<file path="config.mk">
export PLATFORM = sky130hd
export DESIGN_NAME = sqcg_back
export DESIGN_NICKNAME = d
export VERILOG_FILES = /design/src/rtl/assert_macros.svh /design/src/rtl/sqcg_pkg.sv /design/src/rtl/sqcg_back.sv
export SDC_FILE = /design/constraint.sdc
export NUM_CORES = 1
export LEC_CHECK = 0
export ABC_CLOCK_PERIOD_IN_PS = 11400
export BUFFER_PORTS_ARGS = -buffer_cell sky130_fd_sc_hd__buf_4
export CORE_AREA = 2 2 98 100
export DETAILED_ROUTE_END_ITERATION = 10
export DIE_AREA = 0 0 100 102
export PLACE_DENSITY = 0.66
export SLEW_MARGIN = 20
export SYNTH_ARGS = -nofsm -noshare
export SYNTH_HDL_FRONTEND = slang
export SYNTH_SLANG_ARGS = --single-unit
</file>
<file path="constraint.sdc">
create_clock -name clk -period 11.4 [get_ports clk]
set_input_delay 2.28 -clock clk [delete_from_list [all_inputs] [get_ports clk]]
set_output_delay 2.28 -clock clk [all_outputs]
set_load 0.01 [all_outputs]
</file>
<file path="src/rtl/assert_macros.svh">
// Assertion helpers for the RTL, included by the top level.
`ifndef ASSERT_MACROS_SVH
`define ASSERT_MACROS_SVH

`ifndef ASSERT_OFF

`define ASSERT_IMPL(label, clk, rst_n, ante, cons) \
  label: assert property (@(posedge clk) disable iff (!rst_n) (ante) |-> (cons)) \
    else $error("assertion failed");

`define ASSERT_NEXT(label, clk, rst_n, ante, cons) \
  label: assert property (@(posedge clk) disable iff (!rst_n) (ante) |=> (cons)) \
    else $error("assertion failed");

`else

`define ASSERT_IMPL(label, clk, rst_n, ante, cons)

`define ASSERT_NEXT(label, clk, rst_n, ante, cons)

`endif

`endif

</file>
<file path="src/rtl/sqcg_pkg.sv">
package sqcg_pkg;

  localparam int SINE_TABLE_DEPTH_DEF = 256;

  localparam int COORD_W    = 24;
  localparam int SIZE_W     = 24;
  localparam int SCALE_W    = 16;
  localparam int ANGLE_W    = 16;
  localparam int PHASE_W    = 14;
  localparam int IDX_W      = 2;
  localparam int TRIG_W     = 17;
  localparam int ENTRY_W    = 16;
  localparam int FRAC_SHIFT = 23;
  localparam int SUM_W      = 60;
  localparam int CORNERS    = 4;

  localparam int QUARTER_TURN = 16384;
  localparam int ONE_Q15      = 32768;
  localparam int ENTRY_MAX    = 32767;

  localparam logic [IDX_W-1:0] LAST_CORNER = 2'd3;

  localparam logic [COORD_W-1:0] COORD_MAX = 24'h7FFFFF;
  localparam logic [COORD_W-1:0] COORD_MIN = 24'h800000;

  localparam int QUEUE_DEPTH = 2;
  localparam int QPTR_W      = 1;
  localparam int QCNT_W      = 2;

  localparam logic [63:0] HALF_PI_Q30 = 64'd1686629713;
  localparam logic [63:0] TAYLOR_DIV [8] = '{64'd6, 64'd20, 64'd42, 64'd72,
                                             64'd110, 64'd156, 64'd210, 64'd272};

  typedef struct packed {
    logic [CORNERS-1:0][COORD_W-1:0] x;
    logic [CORNERS-1:0][COORD_W-1:0] y;
  } corner_set_t;

  // Quarter-wave sine entry in Q1.15 from an angle in Q2.30 radians.
  function automatic logic [ENTRY_W-1:0] sine_entry(input logic [63:0] x);
    logic [63:0] x2;
    logic [63:0] term;
    logic [63:0] sum;
    logic [63:0] r;
    x2   = (x * x) >> 30;
    term = x;
    sum  = x;
    for (int n = 0; n < 8; n++) begin
      term = (term * x2) >> 30;
      term = term / TAYLOR_DIV[n];
      if (!n[0]) begin
        sum = sum - term;
      end else begin
        sum = sum + term;
      end
    end
    r = (sum + 64'd16384) >> 15;
    if (r > 64'(ENTRY_MAX)) begin
      r = 64'(ENTRY_MAX);
    end
    return r[ENTRY_W-1:0];
  endfunction

endpackage

</file>
<file path="src/rtl/sqcg_back.sv">
module sqcg_back (
  input  logic                                clk,
  input  logic                                rst_n,
  input  sqcg_pkg::corner_set_t               head,
  input  logic                                empty,
  output logic                                pop,
  output logic                                out_valid,
  input  logic                                out_stall,
  output logic [sqcg_pkg::IDX_W-1:0]          out_corner_index,
  output logic signed [sqcg_pkg::COORD_W-1:0] out_corner_x,
  output logic signed [sqcg_pkg::COORD_W-1:0] out_corner_y,
  output logic                                out_last_corner
);

  logic [sqcg_pkg::IDX_W-1:0]   cnt_r;
  logic                         out_valid_r;
  logic [sqcg_pkg::IDX_W-1:0]   idx_r;
  logic [sqcg_pkg::COORD_W-1:0] x_r, y_r;
  logic                         last_r;
  logic                         load;

  assign load = !empty && (!out_valid_r || !out_stall);
  assign pop  = load && (cnt_r == sqcg_pkg::LAST_CORNER);

  always_ff @(posedge clk) begin
    if (!rst_n) begin
      cnt_r       <= '0;
      out_valid_r <= 1'b0;
    end else begin
      if (load) begin
        cnt_r       <= cnt_r + 1'b1;
        out_valid_r <= 1'b1;
      end else if (!out_stall) begin
        out_valid_r <= 1'b0;
      end
    end
  end

  always_ff @(posedge clk) begin
    if (load) begin
      idx_r  <= cnt_r;
      x_r    <= head.x[cnt_r];
      y_r    <= head.y[cnt_r];
      last_r <= cnt_r == sqcg_pkg::LAST_CORNER;
    end
  end

  assign out_valid        = out_valid_r;
  assign out_corner_index = idx_r;
  assign out_corner_x     = $signed(x_r);
  assign out_corner_y     = $signed(y_r);
  assign out_last_corner  = last_r;

endmodule

</file>
==> summary.txt, run 1 <==
Run status
  – Status: finished, final reports clean

Timing
  – Final Max Slew Viols: 0
  – Setup-failing EPs final: 0
  – Final hold vios: 0
  – RSZ-0062 raised after global routing: false
  – Fin crit period: 5740 ps
  – Setup TNS: 0 ps
  – Slew headroom: 53.3%
  – Crit share post-route: 50.3%
  – Achievable Freq: 174 MHz
  – Hold slack final: 532 ps
  – Worst slew pin tran: 700 ps
  – Clk_skew: 10.7 ps

Route
  – WL/cell: 19.4 um
  – DRC violations left: 0
  – Via-to-Cell Ratio: 4.86
  – Pre-Repair DR Iteration Count: 4
  – DRT antenna net count: 0
  – Initial DRC Count: 55
  – Vias: 2345
  – Post-Route WL: 9350 um

Layout
  – Commonest non-fill, non-tap cell in the layout: buf_4
  – Antenna cells: 0
  – Area Growth Syn to Fin: 70.2%
  – Fill cell count: 768
  – Nets: 568
  – Share of layout cells above drive strength 1: 83.1%
  – Most frequent cells in the layout: buf_4 (250), edfxtp_1 (51), mux4_2 (48)

Worst setup path
  – CP arrival: 3460 ps
  – CP Launch Point: out_stall
  – FF-to-FF path depth: 2
  – CP endpoint kind: output pin
  – RR Endpoint: out_corner_x[18]
  – Critical path required time: 9120 ps
  – Crit path kind: input port to output pin
  – Launching point of the worst reg2reg path: cnt_r[0]
  – CP Launch Type: input port
  – Worst reg-to-reg setup slack: 9610 ps
  – Critical Path End: pop
  – Crit path max fanout: 54

Global routing
  – First-pass GRT wire length: 13500 um
  – Antenna violations before repair: 0
  – Global route overflow: 0
  – Largest net degree at the start of global routing: 55
  – GRT Overall Usage: 17.5%
  – Number of global-route vias before repair: 2546

Clock tree
  – CTS resizes: 0
  – Clock Sinks: 54
  – Reg clk slew, reported paths: 100 ps
  – CTS Hold Buffers Added: 0
  – Htree depth: 2
  – Clock buffer depth: 2
  – Worst skew pair latency: 300 ps
  – CTS tree: yes
  – Post-CTS setup buffer count: 0
  – Root buf cell: clkbuf_8
  – Cts bufs inserted: 5

Logic synthesis
  – Synth Area in XOR/XNOR: 0%
  – Post-synthesis mux area share: 38.2%
  – Area fraction in compound gates after synthesis: 0.434%
  – Post-Syn Instances: 124
  – Yosys warning count: 0
  – Synth Area in Adders: 0.434%
  – Largest family of logic cells by synthesized area: multiplexers
  – Mapped Area: 2880 um2
  – Library cells used by synthesis: 14
  – #FFs+latches synth: 54
  – Mean Syn Cell Area: 23.3 um2
  – Sequential area share after synthesis: 55.2%
  – Post-Syn Nets: 321
  – Post-Synth Simple-Gate Area: 0.954%

Power
  – Leak pwr: 2.08 nW
  – Power Dens Cells: 109 nW/um2
  – Worst vdd ir: 0.0526 mV

Floorplan
  – Core area: 9110 um2
  – I/O pin count: 249
  – Initial Utilization: 31.7%
  – Row count: 35
  – Chip Width: 100 um
  – Die Height: 102 um
  – Die ar.: 10200 um2

Placement
  – Hpwl dp: 7480 um
  – Final GP Congestion: 0.810
  – I/O Buffers: 248

Run
  – # Max-Cap Violations: 0

Worst hold path
  – Worst min-delay path class: flip-flop to flip-flop
## flip-flops by register name, summed over array words and instances (netlist names)
register,flops
cnt_r,2
out_corner_index,2
out_corner_y,24
out_last_corner,1
out_valid,1
out_corner_x,24
## area by class of cell
| cell class | instances | area [um2] | area share, % |
|---|---|---|---|
| well taps | 111 | 139 | 2.83 |
| flip-flops and latches | 54 | 1600 | 32.5 |
| repair buffers | 251 | 1900 | 38.7 |
| multi-input cells | 59 | 1160 | 23.7 |
| clock buffers | 6 | 72.6 | 1.48 |
| clock inverters | 2 | 37.5 | 0.765 |
## worst max-delay path, cell delays in order
cell and delay [ps]:
buf_4 120, a21oi_4 120, buf_4 560, and2_1 230, buf_4 120
## cells in the mapped netlist
cell type  count  area [um2]
a21oi_1        1        5.00
edfxtp_1      51        1530
mux4_2        48        1080
nand2b_1       1        6.26
mux2i_1        2        20.0
nand2_1        4        15.0
buf_4          1        7.51
and2_1         1        6.26
dfxtp_1        3        60.1
ha_1           1        12.5
buf_2          4        20.0
buf_12         5         100
buf_6          1        11.3
a21boi_0       1        7.51
## how the worst min path moves through the flow
stage | slack [ps] | from | depth (start not counted) | endpoint
after floorplan | 460 | cnt_r[0] | 0 | out_corner_index[0]
after global placement | 500 | out_valid | 2 | out_valid
after detailed placement | 520 | out_valid | 2 | out_valid
after CTS | 540 | out_valid | 2 | out_valid
after global routing | 560 | out_valid | 2 | out_valid
final | 530 | out_valid | 2 | out_valid
## routing by layer
metal	vias to the layer above	routed length, um	global-route usage, %
met5	-	0	0
met4	0	154	4.74
met3	13	859	4.92
met2	144	4880	31.1
met1	1134	3460	20.9
li1	1054	-	-
## through the flow
step	instance area (um2)	util, %	instances	setup slack (ps)	total power, mW
6_report	4910	53.9	483	5660	0.534
5_1_grt	4910	53.9	483	5560	0.560
4_1_cts	4890	53.7	482	5640	0.541
3_5_place_dp	4780	52.4	474	5630	0.412
3_3_place_gp	4780	52.4	474	5650	0.409
2_1_floorplan	2880	-	124	3760	0.331
## report_power, final
group / switching, mW / internal [mW]
registers: 0.0101 / 0.243
logic: 0.0510 / 0.102
clock network: 0.0617 / 0.0656
total: 0.123 / 0.411
## logic make-up (layout without fill, tap and decap cells)
kind of cell               after synthesis  count (layout)
AOI/OAI and AO/OA                        2               2
and+or+nand+nor                          6               6
muxes                                   50              50
DFF                                     54              54
adders and majority gates                1               1
buffers and inverters                   11             259
Note: power is estimated with default switching activity, not from simulation.
==> inputs of run 2 (changes only) <==
Settings changed: ABC_CLOCK_PERIOD_IN_PS 11400 to 5150, CORE_AREA 2 2 98 100 to not set, CORE_ASPECT_RATIO set to 0.7, CORE_MARGIN set to 2, CORE_UTILIZATION set to 35, DIE_AREA 0 0 100 102 to not set, PLACE_DENSITY 0.66 to 0.75.
Clock period 11.4 ns to 5.15 ns, I/O delays scaled along.
==> run 2 against run 1 <==
Effect of this change:
- non-clock buffer count down 2
- sequential power grew 130%
- wire length is 4.1% lower
- hold slack lost 5.6 ps
- register-to-register slack worse by 6400 ps
- sequential share of layout area is essentially flat
==> summary.txt, run 2 (synthesis gave the netlist of run 1 again) <==
Global routing
  – Global route overflow: 0
  – Largest net degree at the start of global routing: 55
  – Number of global-route vias before repair: 2534
  – GRT Overall Usage: 19.8%
  – First-pass GRT wire length: 13400 um
  – Antenna violations before repair: 0

Placement
  – DP Worst Slack: 1920 ps
  – Hpwl dp: 7290 um
  – Final GP Congestion: 0.785
  – I/O Buffers: 248

Route
  – DRT antenna net count: 0
  – Via-to-Cell Ratio: 4.92
  – DRC violations left: 0
  – Post-Route WL: 8960 um
  – Vias: 2317
  – Pre-Repair DR Iteration Count: 4
  – Initial DRC Count: 84
  – WL/cell: 19.0 um

Clock tree
  – Post-CTS setup buffer count: 0
  – CTS resizes: 0
  – Root buf cell: clkbuf_16
  – Clock Sinks: 54
  – Worst skew pair latency: 290 ps
  – CTS tree: yes
  – Cts bufs inserted: 5
  – Htree depth: 2
  – Reg clk slew, reported paths: 70 ps
  – CTS Hold Buffers Added: 0
  – Clock buffer depth: 2

Timing
  – Final Max Slew Viols: 0
  – Clk_skew: 7.20 ps
  – Final hold vios: 0
  – Fin crit period: 3210 ps
  – Crit share post-route: 62.4%
  – Slew headroom: 36.8%
  – Worst slew pin tran: 948 ps
  – RSZ-0062 raised after global routing: false
  – Setup TNS: 0 ps
  – Achievable Freq: 311 MHz
  – Final WS setup: 1940 ps
  – Setup-failing EPs final: 0

Floorplan
  – Initial Utilization: 36.3%
  – Row count: 27
  – I/O pin count: 249
  – Core area: 7940 um2
  – Die Height: 79.9 um
  – Die ar.: 8990 um2
  – Chip Width: 112 um

Worst setup path
  – Slowest CP cell: buf_4
  – Crit path kind: input port to output pin
  – CP delay by family, top: buffers and inverters
  – Crit path max fanout: 54
  – Worst reg-to-reg setup slack: 3250 ps
  – CP most frequent cell: buf_4
  – Buffers & Inverters on Critical Path: 3
  – CP Launch Type: input port
  – CP arrival: 2180 ps
  – Crit-path cells: buf_4 -> a21oi_4 -> buf_4 -> and2_1 -> buf_4
  – CP endpoint kind: output pin
  – Critical path required time: 4120 ps
  – CP peak stage delay: 570 ps

Power
  – Leak pwr: 2.09 nW
  – Worst vdd ir: 0.161 mV
  – Power Dens Cells: 252 nW/um2

Layout
  – Commonest non-fill, non-tap cell in the layout: buf_4
  – Nets: 566
  – Share of layout cells above drive strength 1: 83.2%
  – Area Growth Syn to Fin: 70.4%
  – Most frequent cells in the layout: buf_4 (249), edfxtp_1 (51), mux4_2 (48)
  – Antenna cells: 0

Run status
  – Status: finished, final reports clean

Worst hold path
  – Worst min-delay path class: flip-flop to flip-flop

Run
  – # Max-Cap Violations: 0
run 2: changes by cell type in the layout (fill, tap and decap cells not counted), sizes merged:
cell | previous run | this run
buf | 251 | 249
bufinv | 1 | 0
inv | 0 | 1
run 2: layout make-up:
class | count | area (um2)
Clock buffer | 6 | 139
Clock inverter | 2 | 16.3
Fill cell | 625 | 3020
Sequential cell | 54 | 1600
Multi-Input combinational cell | 59 | 1160
Timing Repair Buffer | 249 | 1870
Tap cell | 101 | 126
run 2: path summary, 6_finish.rpt:
kind | startpoint | endpoint | depth (start not counted)
worst min register to register | out_valid | out_valid | 2
worst min-delay path | out_valid | out_valid | 2
worst max-delay path | out_stall | pop | 5
worst max register to register | cnt_r[0] | out_corner_y[13] | 1
run 2: per-stage QoR:
step	instance area [um2]	utilization [%]	hold slack [ps]	power (mW)	instances
detailed placement	4760	59.9	515	0.911	463
floorplan	2880	-	459	0.732	124
global placement	4760	59.9	500	0.905	463
CTS	4910	61.9	526	1.25	471
global route	4910	61.9	588	1.29	471
finish	4910	61.9	526	1.24	471
run 2: report_power, final:
group | total (mW) | switching (mW) | internal (mW)
logic | 0.311 | 0.0887 | 0.222
registers | 0.583 | 0.0449 | 0.538
clock network | 0.343 | 0.148 | 0.195
run 2: per-layer routing:
layer	wire (um)	global-route usage (%)	share of wire, %
met4	123	4.76	1.4
met1	3210	22.4	36
met5	0	0	0
met3	726	5.32	8.1
met2	4900	37.5	55
