`src/rtl/assert_macros.svh`:
```
// Assertion helpers for the RTL, included by the top level.
`ifndef ASSERT_MACROS_SVH
`define ASSERT_MACROS_SVH

`ifndef ASSERT_OFF

`define ASSERT_IMPL(label, clk, rst_n, ante, cons) \
  label: assert property (@(posedge clk) disable iff (!rst_n) (ante) |-> (cons)) \
    else $error("assertion failed");

`define ASSERT_NEXT(label, clk, rst_n, ante, cons) \
  label: assert property (@(posedge clk) disable iff (!rst_n) (ante) |=> (cons)) \
    else $error("assertion failed");

`else

`define ASSERT_IMPL(label, clk, rst_n, ante, cons)

`define ASSERT_NEXT(label, clk, rst_n, ante, cons)

`endif

`endif

```
`src/rtl/sqcg_pkg.sv`:
```
package sqcg_pkg;

  localparam int SINE_TABLE_DEPTH_DEF = 256;

  localparam int COORD_W    = 24;
  localparam int SIZE_W     = 24;
  localparam int SCALE_W    = 16;
  localparam int ANGLE_W    = 16;
  localparam int PHASE_W    = 14;
  localparam int IDX_W      = 2;
  localparam int TRIG_W     = 17;
  localparam int ENTRY_W    = 16;
  localparam int FRAC_SHIFT = 23;
  localparam int SUM_W      = 60;
  localparam int CORNERS    = 4;

  localparam int QUARTER_TURN = 16384;
  localparam int ONE_Q15      = 32768;
  localparam int ENTRY_MAX    = 32767;

  localparam logic [IDX_W-1:0] LAST_CORNER = 2'd3;

  localparam logic [COORD_W-1:0] COORD_MAX = 24'h7FFFFF;
  localparam logic [COORD_W-1:0] COORD_MIN = 24'h800000;

  localparam int QUEUE_DEPTH = 2;
  localparam int QPTR_W      = 1;
  localparam int QCNT_W      = 2;

  localparam logic [63:0] HALF_PI_Q30 = 64'd1686629713;
  localparam logic [63:0] TAYLOR_DIV [8] = '{64'd6, 64'd20, 64'd42, 64'd72,
                                             64'd110, 64'd156, 64'd210, 64'd272};

  typedef struct packed {
    logic [CORNERS-1:0][COORD_W-1:0] x;
    logic [CORNERS-1:0][COORD_W-1:0] y;
  } corner_set_t;

  // Quarter-wave sine entry in Q1.15 from an angle in Q2.30 radians.
  function automatic logic [ENTRY_W-1:0] sine_entry(input logic [63:0] x);
    logic [63:0] x2;
    logic [63:0] term;
    logic [63:0] sum;
    logic [63:0] r;
    x2   = (x * x) >> 30;
    term = x;
    sum  = x;
    for (int n = 0; n < 8; n++) begin
      term = (term * x2) >> 30;
      term = term / TAYLOR_DIV[n];
      if (!n[0]) begin
        sum = sum - term;
      end else begin
        sum = sum + term;
      end
    end
    r = (sum + 64'd16384) >> 15;
    if (r > 64'(ENTRY_MAX)) begin
      r = 64'(ENTRY_MAX);
    end
    return r[ENTRY_W-1:0];
  endfunction

endpackage

```
`src/rtl/sqcg_queue.sv`:
```
module sqcg_queue (
  input  logic                  clk,
  input  logic                  rst_n,
  input  logic                  push,
  input  sqcg_pkg::corner_set_t push_data,
  output logic                  full,
  input  logic                  pop,
  output sqcg_pkg::corner_set_t head,
  output logic                  empty
);

  sqcg_pkg::corner_set_t mem_r [sqcg_pkg::QUEUE_DEPTH];

  logic [sqcg_pkg::QPTR_W-1:0] wptr_r, rptr_r;
  logic [sqcg_pkg::QCNT_W-1:0] cnt_r;

  assign full  = cnt_r == sqcg_pkg::QCNT_W'(sqcg_pkg::QUEUE_DEPTH);
  assign empty = cnt_r == '0;
  assign head  = mem_r[rptr_r];

  function automatic logic [sqcg_pkg::QPTR_W-1:0] bump(input logic [sqcg_pkg::QPTR_W-1:0] p);
    if (p == sqcg_pkg::QPTR_W'(sqcg_pkg::QUEUE_DEPTH - 1)) begin
      return '0;
    end else begin
      return p + 1'b1;
    end
  endfunction

  always_ff @(posedge clk) begin
    if (!rst_n) begin
      wptr_r <= '0;
      rptr_r <= '0;
      cnt_r  <= '0;
    end else begin
      if (push) wptr_r <= bump(wptr_r);
      if (pop)  rptr_r <= bump(rptr_r);
      if (push && !pop) begin
        cnt_r <= cnt_r + 1'b1;
      end else if (pop && !push) begin
        cnt_r <= cnt_r - 1'b1;
      end
    end
  end

  always_ff @(posedge clk) begin
    if (push) mem_r[wptr_r] <= push_data;
  end

endmodule

```
`config.mk`:
```
export PLATFORM = sky130hd
export DESIGN_NAME = sqcg_queue
export DESIGN_NICKNAME = d
export VERILOG_FILES = /design/src/rtl/assert_macros.svh /design/src/rtl/sqcg_pkg.sv /design/src/rtl/sqcg_queue.sv
export SDC_FILE = /design/constraint.sdc
export NUM_CORES = 1
export LEC_CHECK = 0
export BUFFER_PORTS_ARGS = -buffer_cell sky130_fd_sc_hd__buf_4
export CAP_MARGIN = 20
export CELL_PAD_IN_SITES_DETAIL_PLACEMENT = 0
export CELL_PAD_IN_SITES_GLOBAL_PLACEMENT = 2
export CORE_MARGIN = 10
export CORE_UTILIZATION = 34
export CTS_CLUSTER_SIZE = 20
export DETAILED_ROUTE_END_ITERATION = 8
export PLACE_DENSITY = 0.79
export SETUP_SLACK_MARGIN = 0.02
export SLEW_MARGIN = 20
export SYNTH_ARGS = -nofsm -noshare
export SYNTH_HDL_FRONTEND = slang
export SYNTH_SLANG_ARGS = --single-unit
```
`constraint.sdc`:
```
create_clock -name clk -period 12.25 [get_ports clk]
set_clock_uncertainty 0.2 [all_clocks]
set_input_delay 2.45 -clock clk [delete_from_list [all_inputs] [get_ports clk]]
set_output_delay 2.45 -clock clk [all_outputs]
set_load 0.02 [all_outputs]
```
==> results of run 1 <==
## area by class of cell
cell class	count	area, µm²	area share (%)
flip-flops and latches	389	11600	61.3
repair buffers	397	2980	15.7
multi-input cells	208	2290	12.0
clock buffers	50	1140	6.03
well taps	532	666	3.51
clock inverters	27	273	1.44
inverters	1	3.75	0.0198
## critical path: cells and delay by family (launching register included)
| family | cells | cell delay (ns) |
|---|---|---|
| buf+inv | 2 | 1.04 |
| flops | 1 | 0.91 |
| mux | 1 | 0.44 |
## per-stage QoR
step / instances / setup WS [ns] / util [%] / hold WS, ns / cell area [µm²]
3_5_place_dp: 1527 / 7.07 / 42.8 / 0.309 / 17600
5_1_grt: 1604 / 6.38 / 46.3 / 0.356 / 19000
6_report: 1604 / 6.56 / 46.3 / 0.312 / 19000
2_1_floorplan: 619 / 0.510 / - / 0.266 / 14100
3_3_place_gp: 1527 / 7.09 / 42.8 / 0.288 / 17600
4_1_cts: 1604 / 6.46 / 46.3 / 0.317 / 19000
## sequential cells by signal, indices dropped and copies added, names as in the netlist, named ones only
| register | flops |
|---|---|
| mem_r | 384 |
| wptr_r | 1 |
| cnt_r | 2 |
| rptr_r | 1 |
## final timing paths
path	from	slack (ns)	endpoint	cells after the start
max	register	6.56	head[90]	3
min	cnt_r[1]$_SDFFE_PN0P_	0.31	cnt_r[1]$_SDFFE_PN0P_	2
max reg2reg	wptr_r$_SDFFE_PN0P_	9.53	mem_r[1][147]$_DFFE_PP_	2
min reg2reg	cnt_r[1]$_SDFFE_PN0P_	0.31	cnt_r[1]$_SDFFE_PN0P_	2
## cell usage after synthesis
cell type	number
buf_6	20
dfxtp_1	5
o21ai_0	1
mux2_2	192
buf_2	1
xor2_1	2
and2_1	4
xnor2_1	1
nor2_1	1
o21a_1	1
edfxtp_1	384
nor2b_1	2
a21boi_1	1
ha_1	1
and2b_1	1
or3_1	1
inv_1	1
## power groups by stage
stage | clock network [µW] | logic (µW) | registers [µW]
after floorplan | 0 | 227 | 1590
after global placement | 0 | 403 | 1590
after detailed placement | 0 | 406 | 1590
after CTS | 1330 | 408 | 1560
after global routing | 1390 | 426 | 1570
final | 1280 | 399 | 1560
## layer usage
metal / track usage (%) / vias to the layer above / part of all wire (%) / routed length (µm)
li1: - / 3315 / - / -
met1: 14.5 / 3524 / 39 / 12800
met2: 20.4 / 293 / 48 / 15800
met3: 6.60 / 37 / 11 / 3780
met4: 3.51 / 0 / 1.6 / 533
met5: 0 / - / 0 / 0
## cells by family (layout without fill, tap and decap cells)
family                   count (synthesis)  count (layout)  share of synthesized area, %
adder cells (fa/ha/maj)                  1               1                        0.0885
AND/OR/NAND/NOR                          9               9                         0.389
multiplexers                           192             192                          15.3
buffers and inverters                   22             475                          1.65
AO/OA/AOI/OAI                            3               3                         0.142
flip-flops                             389             389                          82.3
XOR/XNOR                                 3               3                         0.186
==> results.md, run 1 <==
* GPL Wtd Cong at 0.779
* Total grt overflow at 0
* Clock sinks at 389
* Number of routed nets with antenna violations at 0
* HP Class: reg2reg
* Setup TNS after final layout at 0 ns
* Wire per inst at 20.5 µm
* Initial antenna violation count at 0
* Yosys top cell area share at 81.5%
* Final hold vios at 0
* Seq pwr share at roughly half
* Flops & latches, synth at 389
* Vias in the first global route at 7,750
* Crit-path max cell delay at 0.91 ns
* Number of I/O pins at 390
* P_sw at just over 700 µW
* CTS Buf Count at 42
* WL final at 32,900 µm
* Post-route clock period utilization at 46.4%
* Clock Tree Root: clkbuf_16
* CTS hold repair buffers at 0
* Clock-pin slew on the worst setup and hold paths at 0.06 ns
* Final setup vio count at 0
* CP arrival at ~3.0 ns
* Worst VDD drop at approximately 0.0001 V
* Initial Util at about 34%
* CP max stage cell: dfxtp_4
* Required @ worst endpoint at 9.60 ns
* Max_cap viols at 0
* Post-synth net total at between 800 and 900
* Via-to-Cell Ratio at between 4 and 5
* Row cnt at 74
* Fraction of layout cells with a size suffix above 1 at around three fifths
* Pwr Total at between 3000 and 4000 µW
* Sequential share of the synthesized area at between 80% and 90%
* Layout fillers at 3,529
* Post-Syn Area at 0.0141 mm²
* Largest cells by area after synthesis: edfxtp_1 (82%), mux2_2 (15%), buf_6 (1.6%), dfxtp_1 (0.71%), and2_1 (0.18%)
* Fin. max-slew vios at 0
* Cell Pwr Density at about 170 mW/mm²
* Startpoint types: register
* Kind of critical path: reg2out
* Max FO, Critical Path at 75
* Syn avg cell area at 22.8 µm²
* Fmax at 0.176 GHz
* N_diodes at 0
* Die area at 0.0501 mm²
* Synthesis-to-finish area growth at 34.3%
* CP most frequent cell: buf_4
* Bufs on Longest Clock Path at 3
* CTS tree: built
* Total track usage at 12.7%
* Post-CTS Repair Setup Buffers at 0
* Initial DRC count at between 400 and 500
* Net Sw Frac at 22.3%
* Min Tclk post-route at around 5.7 ns
* H-tree depth at 2
* RSZ-0062 raised after global routing: no
* First-pass GRT wire length at 48,400 µm
* CP endpoint kind: output pin
* Post-cts sizing count at 0
* Most common cell after layout, fill and taps aside: buf_4
* Count of input and output buffers at 389
* Clock insertion delay at the later pin of the skew report at 0.55 ns
* Commonest cells after routing, fill and taps aside: buf_4 (397), edfxtp_1 (384), mux2_2 (192)
* Largest area contributor in the netlist: edfxtp_1
* Part of the power in the clock network at around 40%
* Core footprint at 0.0410 mm²
* Worst-Margin Slew at 1.07 ns
* Detailed-route DRC error count at 0
* Die Span Y at 224 µm
* Chip width at 224 µm
* Drt pass-1 iters at 6
* Syn Inst Count at 619
* Logic pwr share at 12.3%
* Leak pwr at 0.00703 µW
* Synth warn at 0
* Netlist cell types at 17
* Relative slew margins at 29.0%
* Internal at 2520 µW
* Worst-path cell chain: buf_4 -> mux2_2 -> buf_4
* Post-DP HPWL at 22,800 µm
* Status: finished clean
* Pin count of the biggest net entering global routing at 76
* Nets at 1,236
* Via count at 7,169
No activity file was read; power rests on OpenSTA's default activity.
==> run 2: changes to the inputs <==
- CORE_UTILIZATION: 34 -> 38
- PLACE_DENSITY: 0.79 -> 0.83
- clock period: 12.25 -> 5.9 ns (I/O delays scaled with it)
==> run 2 against run 1 <==
  * Via count rose by 0.11%
  * Register-to-register slack worse by 6.0 ns
  * Utilization rose by 4.7 points
==> results.md, run 2 (same netlist as run 1, synthesis figures left out) <==
* RSZ-0062 raised after global routing: no
* CTS tree: built
* WL final at 32,800 µm (-0.39%)
* Cell Pwr Density at 341 mW/mm² (+99%)
* Largest Register: mem_r
* Vias in the first global route at 7,780 (+0.39%)
* Met3 routed WL at 3720 µm (-1.6%)
* Die area at 0.0453 mm² (-9.6%)
* Status: finished clean
* Row cnt at 70 (-5.4%)
* Min Tclk post-route at 3.96 ns
* CTS hold repair buffers at 0 (unchanged)
* Most common cell after layout, fill and taps aside: buf_4
* Max reg flops at 384 (unchanged)
* Nets at 1,234 (-0.16%)
* CP endpoint kind: output pin
* Worst VDD drop at 0.000252 V (+150%)
* Pin count of the biggest net entering global routing at 103 (+36%)
* Register area at 0.0116 mm² (unchanged)
* Leak pwr at 0.00693 µW (-1.5%)
* Worst-Margin Slew at 0.979 ns (-0.0870 ns)
* Met2 wire length at 16,200 µm (+2.1%)
* Multi-input logic area at 0.00229 mm² (unchanged)
* Hold Crit Depth at 2 (unchanged)
* Worst reg2reg startpoint: wptr_r$_SDFFE_PN0P_
* Post-cts sizing count at 0 (unchanged)
* Buffer and inverter count on the worst path at 2 (unchanged)
* Biggest regs: mem_r x384, cnt_r x2
* Initial DRC count at 345 (-23%)
* Total track usage at 13.9% (+1.3 points)
* Clock-pin slew on the worst setup and hold paths at 0.06 ns (about the same)
* Fmax at approximately 0.25 GHz
* Startpoint types: register
* Bufs on Longest Clock Path at 3 (unchanged)
* Hold EP: cnt_r[1]$_SDFFE_PN0P_
* Post-CTS Repair Setup Buffers at 0 (unchanged)
* Commonest cells after routing, fill and taps aside: buf_4 (393), edfxtp_1 (384), mux2_2 (192)
* Reg2reg setup slack at 3.57 ns (-5.96 ns)
* Initial antenna violation count at 1 (+1)
* Max_cap viols at 0 (unchanged)
* Via-to-Cell Ratio at 4.68 (+4.8%)
* H-tree depth at 2 (unchanged)
* Setup TNS after final layout at 0 ns (unchanged)
* CP most frequent cell: buf_4
* CTS Buf Count at 41 (-2.4%)
* Total grt overflow at 0 (unchanged)
* Via count at 7,177 (+0.11%)
* Fin. max-slew vios at 0 (unchanged)
* Final setup vio count at 0 (unchanged)
* HP Class: reg2reg
* Wire per inst at 21.4 µm (+4.3%)
* Clock insertion delay at the later pin of the skew report at 0.54 ns (about the same)
* Clock sinks at 389 (unchanged)
* GPL Wtd Cong at 0.748 (-4.0%)
* N_diodes at 0 (unchanged)
* CP arrival at 2.58 ns (-0.46 ns)
* Max FO, Critical Path at 47 (-37%)
* Initial Util at 38.5% (+4.1 points)
* Hold Crit Start: cnt_r[1]$_SDFFE_PN0P_
* Final setup margin at 1.94 ns (-4.62 ns)
* Chip width at 213 µm (-4.9%)
* Core footprint at 0.0367 mm² (-11%)
* Fraction of layout cells with a size suffix above 1 at 60.2% (-0.58 points)
* Crit-path max cell delay at 0.78 ns (-0.13 ns)
* Critical path's top delay family: flip-flops
* Max layer used: met5
* Layout fillers at 3,031 (-14%)
* Post-route clock period utilization at roughly 67%
* Relative slew margins at 34.8% (+5.8 points)
* Drt pass-1 iters at 6 (unchanged)
* Reg2Reg Depth at 2 (unchanged)
* Clock Tree Root: clkbuf_16
* Synthesis-to-finish area growth at 32.3%
* Number of I/O pins at 390 (unchanged)
* Worst-path cell chain: buf_4 -> mux2_2 -> buf_4
* Place WS at 2.46 ns (-4.61 ns)
* Post-DP HPWL at 22,800 µm (-0.17%)
* Die Span Y at 213 µm (-4.9%)
* FF-to-FF End: mem_r[1][85]$_DFFE_PP_
* Required @ worst endpoint at 4.52 ns (-5.08 ns)
* Number of routed nets with antenna violations at 0 (unchanged)
* Kind of critical path: reg2out
* Final hold vios at 0 (unchanged)
* Detailed-route DRC error count at 0 (unchanged)
* Metal-1 WL at 12,100 µm (-5.0%)
* First-pass GRT wire length at 47,700 µm (-1.4%)
* Count of input and output buffers at 389 (unchanged)
* CP max stage cell: dfxtp_4
-- run 2: changes by cell type in the layout (fill, tap and decap cells not counted) --
cell | before | now
buf_12 | 0 | 3
buf_4 | 397 | 393
bufinv_16 | 6 | 0
clkbuf_1 | 5 | 12
clkbuf_16 | 45 | 43
clkinv_1 | 12 | 8
clkinv_2 | 8 | 5
clkinvlp_4 | 1 | 0
inv_6 | 0 | 2
-- run 2: per-layer routing --
| layer | up-vias | global-route usage [%] |
|---|---|---|
| met2 | 265 | 22.6 |
| met5 | - | 0 |
| met3 | 48 | 6.36 |
| met4 | 2 | 5.39 |
| met1 | 3550 | 15.7 |
| li1 | 3312 | - |
-- run 2: where the power goes --
group | leakage, µW | switching, µW | internal [µW]
logic | 0.00270 | 441 | 396
clock network | 0.000585 | 967 | 1330
registers | 0.00365 | 44.3 | 3200
total | 0.00693 | 1450 | 4920
-- run 2: worst max path at each step --
stage / endpoint / slack [ns] / cells after the start
finish: head[87] / 1.94 / 3
global route: head[181] / 1.81 / 3
CTS: head[181] / 1.86 / 3
detailed placement: head[181] / 2.46 / 3
global placement: head[44] / 2.48 / 3
floorplan: mem_r[0][0]$_DFFE_PP_ / 1.20 / 1
-- run 2: metrics by stage --
stage	instance area, µm²	power [µW]	hold slack, ns	utilization [%]	std cells
6_report	18700	6370	0.318	51.0	1532
5_1_grt	18700	6630	0.360	51.0	1532
4_1_cts	18700	6470	0.329	51.0	1532
3_5_place_dp	17500	4150	0.322	47.7	1462
3_3_place_gp	17500	4140	0.290	47.7	1462
2_1_floorplan	14100	3760	0.266	-	619
-- run 2: final cells by class --
cell class                 instances  area share, %
inverter                           1         0.0201
sequential                       389           62.2
tap                              468           3.13
clock inverter                    15          0.388
clock buffer                      55           5.99
multi-input combinational        208           12.2
timing repair buffer             396           16.1
-- run 2: worst register-to-register path: stages, from the launching register on --
cell     delay, ns
dfxtp_1       0.38
and2_4        0.59
buf_4         0.71
